[src/gwrd_pkg.sv]
// shared types, constants and direction codes for the grid walk revisit detector
package gwrd_pkg;

    localparam int COORD_BITS = 7;
    localparam int GRID_ROWS  = 1 << COORD_BITS;

    typedef logic signed [COORD_BITS-1:0] coord_t;
    typedef logic [COORD_BITS-1:0]        row_t;
    typedef logic [GRID_ROWS-1:0]         word_t;

    localparam coord_t COORD_MAX = coord_t'((1 << (COORD_BITS - 1)) - 1);
    localparam coord_t COORD_MIN = coord_t'(-(1 << (COORD_BITS - 1)));

    // direction characters
    localparam logic [7:0] CHAR_N = 8'h4E;
    localparam logic [7:0] CHAR_S = 8'h53;
    localparam logic [7:0] CHAR_W = 8'h57;
    localparam logic [7:0] CHAR_E = 8'h45;

    // one step handed from the front stage to the check stage
    typedef struct packed {
        logic   move;
        row_t   row;
        row_t   col;
        logic   last;
        logic   ovf;
        coord_t pos_a;
        coord_t pos_b;
    } issue_t;

endpackage

[src/gwrd_front.sv]
// front stage: decodes the character, moves the position and tracks overflow
module gwrd_front
    import gwrd_pkg::*;
(
    input  logic       clk,
    input  logic       rst_n,
    input  logic       accept,
    input  logic [7:0] step_char,
    input  logic       last_step,
    input  logic       frozen,
    output issue_t     issue
);

    coord_t coord_a_reg, coord_a_next;
    coord_t coord_b_reg, coord_b_next;
    logic   ovf_reg, ovf_next;

    logic   inc_a, dec_a, inc_b, dec_b;
    logic   is_move, out_of_window, step_ok;
    coord_t na, nb, pos_a, pos_b;
    logic   ovf_now;

    // direction decode
    always_comb
    begin
        inc_a = 1'b0;
        dec_a = 1'b0;
        inc_b = 1'b0;
        dec_b = 1'b0;
        case (step_char)
            CHAR_N:  inc_a = 1'b1;
            CHAR_S:  dec_a = 1'b1;
            CHAR_W:  inc_b = 1'b1;
            CHAR_E:  dec_b = 1'b1;
            default: ;
        endcase
    end

    // target cell and window check
    always_comb
    begin
        is_move = inc_a | dec_a | inc_b | dec_b;
        na = coord_a_reg + (inc_a ? coord_t'(1) : (dec_a ? coord_t'(-1) : coord_t'(0)));
        nb = coord_b_reg + (inc_b ? coord_t'(1) : (dec_b ? coord_t'(-1) : coord_t'(0)));
        out_of_window = (inc_a && coord_a_reg == COORD_MAX)
                     || (dec_a && coord_a_reg == COORD_MIN)
                     || (inc_b && coord_b_reg == COORD_MAX)
                     || (dec_b && coord_b_reg == COORD_MIN);
        step_ok = is_move && !frozen && !out_of_window;
        pos_a   = step_ok ? na : coord_a_reg;
        pos_b   = step_ok ? nb : coord_b_reg;
        ovf_now = ovf_reg | (is_move && !frozen && out_of_window);
    end

    // word passed to the check stage
    always_comb
    begin
        issue.move  = step_ok;
        issue.row   = row_t'(na);
        issue.col   = row_t'(nb);
        issue.last  = last_step;
        issue.ovf   = ovf_now;
        issue.pos_a = pos_a;
        issue.pos_b = pos_b;
    end

    // position update, cleared after the last word of a path
    always_comb
    begin
        coord_a_next = coord_a_reg;
        coord_b_next = coord_b_reg;
        ovf_next     = ovf_reg;
        if (accept)
        begin
            if (last_step)
            begin
                coord_a_next = '0;
                coord_b_next = '0;
                ovf_next     = 1'b0;
            end
            else
            begin
                coord_a_next = pos_a;
                coord_b_next = pos_b;
                ovf_next     = ovf_now;
            end
        end
    end

    always_ff @(posedge clk or negedge rst_n)
    begin
        if (!rst_n)
        begin
            coord_a_reg <= '0;
            coord_b_reg <= '0;
            ovf_reg     <= 1'b0;
        end
        else
        begin
            coord_a_reg <= coord_a_next;
            coord_b_reg <= coord_b_next;
            ovf_reg     <= ovf_next;
        end
    end

endmodule

[config.mk]
export PLATFORM = sky130hd
export DESIGN_NAME = gwrd_front
export DESIGN_NICKNAME = d
export VERILOG_FILES = /design/src/gwrd_pkg.sv /design/src/gwrd_front.sv
export SDC_FILE = /design/constraint.sdc
export NUM_CORES = 1
export LEC_CHECK = 0
export BUFFER_PORTS_ARGS = -buffer_cell sky130_fd_sc_hd__buf_4
export CORE_MARGIN = 2
export CORE_UTILIZATION = 57
export DETAILED_ROUTE_END_ITERATION = 16
export PLACE_DENSITY_LB_ADDON = 0.08
export SLEW_MARGIN = 30
export SYNTH_ARGS = -nofsm -noshare
export SYNTH_HDL_FRONTEND = slang
export SYNTH_SLANG_ARGS = --single-unit
[constraint.sdc]
create_clock -name clk -period 5.5 [get_ports clk]
set_input_delay 0 -clock clk [delete_from_list [all_inputs] [get_ports clk]]
set_output_delay 0 -clock clk [all_outputs]
set_load 0.01 [all_outputs]
==> results.cfg <==
[global_routing]
antenna_found_initial = 0
track_usage_pct = 25.6
grt_max_degree = 16
grt_pass1_wl_um = 6600
grt_pass1_vias = 1388
grt-ovfl-total = 0

[place]
place.gp.congestion = 0.841
portBuffers = 43
pre_cts_ws_ps = 2510
dp_hpwl_um = 3000
placement.cell_area_mm2 = 0.00188

[yosys]
ys_types = 58
synth_fp_nets = 185
synth_area_per_cell_um2 = 9.76
ys_ff_latch = 15
synth_area_mm2 = 0.00158
synthCells = 162
synthFlopType = dfrtp_1
async_flop_share_pct = 100
yosysSeqAreaShare_pct = 23.7
synth_edf_count = 0
yosys_warnings = 0

[die]
ios = 44
design.core.area_mm2 = 0.00269
die_width_um = 56.7
initial_core_util_pct = 58.9
die_y_um = 56.7
core.rowCount = 19
dieArea_mm2 = 0.00321

[run]
maxCapViolations = 0

[setup_path]
path_max_fanout = 7
required_ps = 5500
reg2reg_to = coord_a_reg[3]
arrival_ps = 3030
reg2regPathDepth = 5
r2r_slack_ps = 2890
start_kind = primary input
worst-setup-path-type = primary input to primary output
cp-end-kind = primary output
crit_start = step_char[4]
rr_startpoint = coord_a_reg[3]

[route]
wire_per_inst_um = 17.3
drtIter0Drc = 45
wl_um = 4000
vias = 1493
antenna_left = 0
drc = 0
vias_per_cell = 6.46
drt_pass1_iterations = 4

[sta]
post-route-min-period_ps = 3030
slew_headroom_pct = 39.7
layout_setup_ws_ps = 2470
setup-violations-final = 0
worst_pin_slew_ps = 898
period_share_pct = 55.1
max_freq_ghz = 0.330
slew_viol_final = 0
finalSetupTns_ps = 0
rsz0062_at_grt = false
skew_ps = 7.66
finalHoldViolations = 0

[pwr]
p_total_mw = 0.221
switching_power_mw = 0.0620
intPower_mw = 0.159
p_leak_nw = 0.942
pwr-share-seq_pct = 51.2
powerDensity_mw_per_mm2 = 115
switching_share_pct = 28.1
p_clk_share_pct = 30.1
p_comb_share_pct = 18.7
ir_drop_uv = 157

[clock_network]
clock-sinks = 15
clk_latency_ps = 280
cts_tree = built
clk_pin_slew_ps = 90
h-tree-depth = 1
clock_path_buffers = 2
cts_buffers = 3
cts_root_buffer = clkbuf_4

[hold_path]
hold-path-cell-count = 3
hold_class = primary input to flip-flop
holdPathEnd = coord_a_reg[6]
holdCritStartpoint = accept

[finish]
nets = 224
drive_above_1_share_pct = 27.5
area_growth_syn_to_layout_pct = 21.3
design_area_mm2 = 0.00192
antennaDiodeCount = 0

[run_status]
status = complete, no violations
[repair_timing]
action | 4_1_cts | 5_1_grt
hold endpoints to repair | 15 | 0
buffers inserted | 0 | 0
gates resized for setup | 0 | 0
hold buffers | 1 | 0
setup endpoints to repair | 0 | 0
[power by group through the flow]
stage / Clock [mW] / Combinational [mW] / Sequential [mW]
detailed placement: 0 / 0.0403 / 0.115
floorplan: 0 / 0.0210 / 0.115
finish: 0.0664 / 0.0412 / 0.113
CTS: 0.0675 / 0.0411 / 0.113
global route: 0.0720 / 0.0447 / 0.113
global placement: 0 / 0.0391 / 0.115
[layout by cell type (no fill, tap or decap), types with 2 or more instances in the layout]
master,count
and3_1,3
nor4bb_1,2
inv_1,4
mux2i_1,2
nand4b_1,3
buf_4,43
and4_1,2
dfrtp_1,15
nor3_1,4
or3b_1,2
ha_1,9
o21bai_1,2
nor2_1,3
o21ai_0,2
xor2_1,7
nand3_1,4
nor2b_1,2
xnor2_1,8
a22o_1,12
nor4_2,2
a21oi_1,5
nand2_1,8
nand2b_1,2
clkbuf_4,3
o211ai_1,2
or4b_1,2
or4_1,2
nor4_1,4
mux2_1,12
[Yosys cell counts (3+ instances only)]
library cell | number | area, um^2
a21oi_1 | 5 | 25.0
a22o_1 | 12 | 105
and3_1 | 3 | 18.8
buf_2 | 4 | 20.0
buf_4 | 3 | 22.5
dfrtp_1 | 15 | 375
ha_1 | 9 | 113
inv_1 | 4 | 15.0
mux2_1 | 12 | 135
nand2_1 | 8 | 30.0
nand3_1 | 4 | 20.0
nand4b_1 | 3 | 26.3
nor2_1 | 3 | 11.3
nor3_1 | 4 | 20.0
nor4_1 | 4 | 25.0
xnor2_1 | 8 | 70.1
xor2_1 | 7 | 61.3
[layer usage]
metal  GRT usage [%]  routed length, um
met1            37.7               1900
met2            40.5               1860
met3            3.69                223
met4            3.74                 10
met5               0                  0
[worst max-delay path, stage by stage]
cell	delay, ps
buf_4	140
or4b_1	600
nor3_1	770
ha_1	440
a211oi_1	220
o21bai_1	100
a21oi_1	170
xnor2_1	120
mux2_1	320
buf_4	150
[cell families after synthesis]
| logic type | count (synthesis) | share of synthesized area (%) |
|---|---|---|
| adder cells (fa/ha/maj) | 10 | 8.39 |
| XOR/XNOR | 15 | 8.31 |
| multiplexers | 15 | 10.5 |
| flip-flops | 15 | 23.7 |
| AND/OR/NAND/NOR | 55 | 24.1 |
| buffers and inverters | 14 | 4.83 |
| AO/OA/AOI/OAI | 38 | 20.1 |
[metrics by stage]
step	cells	hold WS [ps]	utilization [%]
CTS	231	38.7	71.4
global placement	226	-129	70.1
finish	231	37.8	71.4
global route	231	54.8	71.4
detailed placement	226	-126	70.1
floorplan	162	-296	-
[final cells by class]
| type | count | area (um^2) |
|---|---|---|
| Inverter | 4 | 15.0 |
| Timing Repair Buffer | 44 | 333 |
| Tap cell | 31 | 38.8 |
| Multi-Input combinational cell | 133 | 1130 |
| Fill cell | 221 | 768 |
| Clock buffer | 4 | 26.3 |
| Sequential cell | 15 | 375 |
[worst max path at each step]
stage | slack (ps) | end | cells after the start
finish | 2470 | issue[6] | 10
global route | 2220 | issue[6] | 10
CTS | 2500 | issue[6] | 10
detailed placement | 2510 | issue[6] | 10
global placement | 2610 | issue[6] | 10
floorplan | 2910 | issue[6] | 8
No activity file was read; power rests on OpenSTA's default activity.
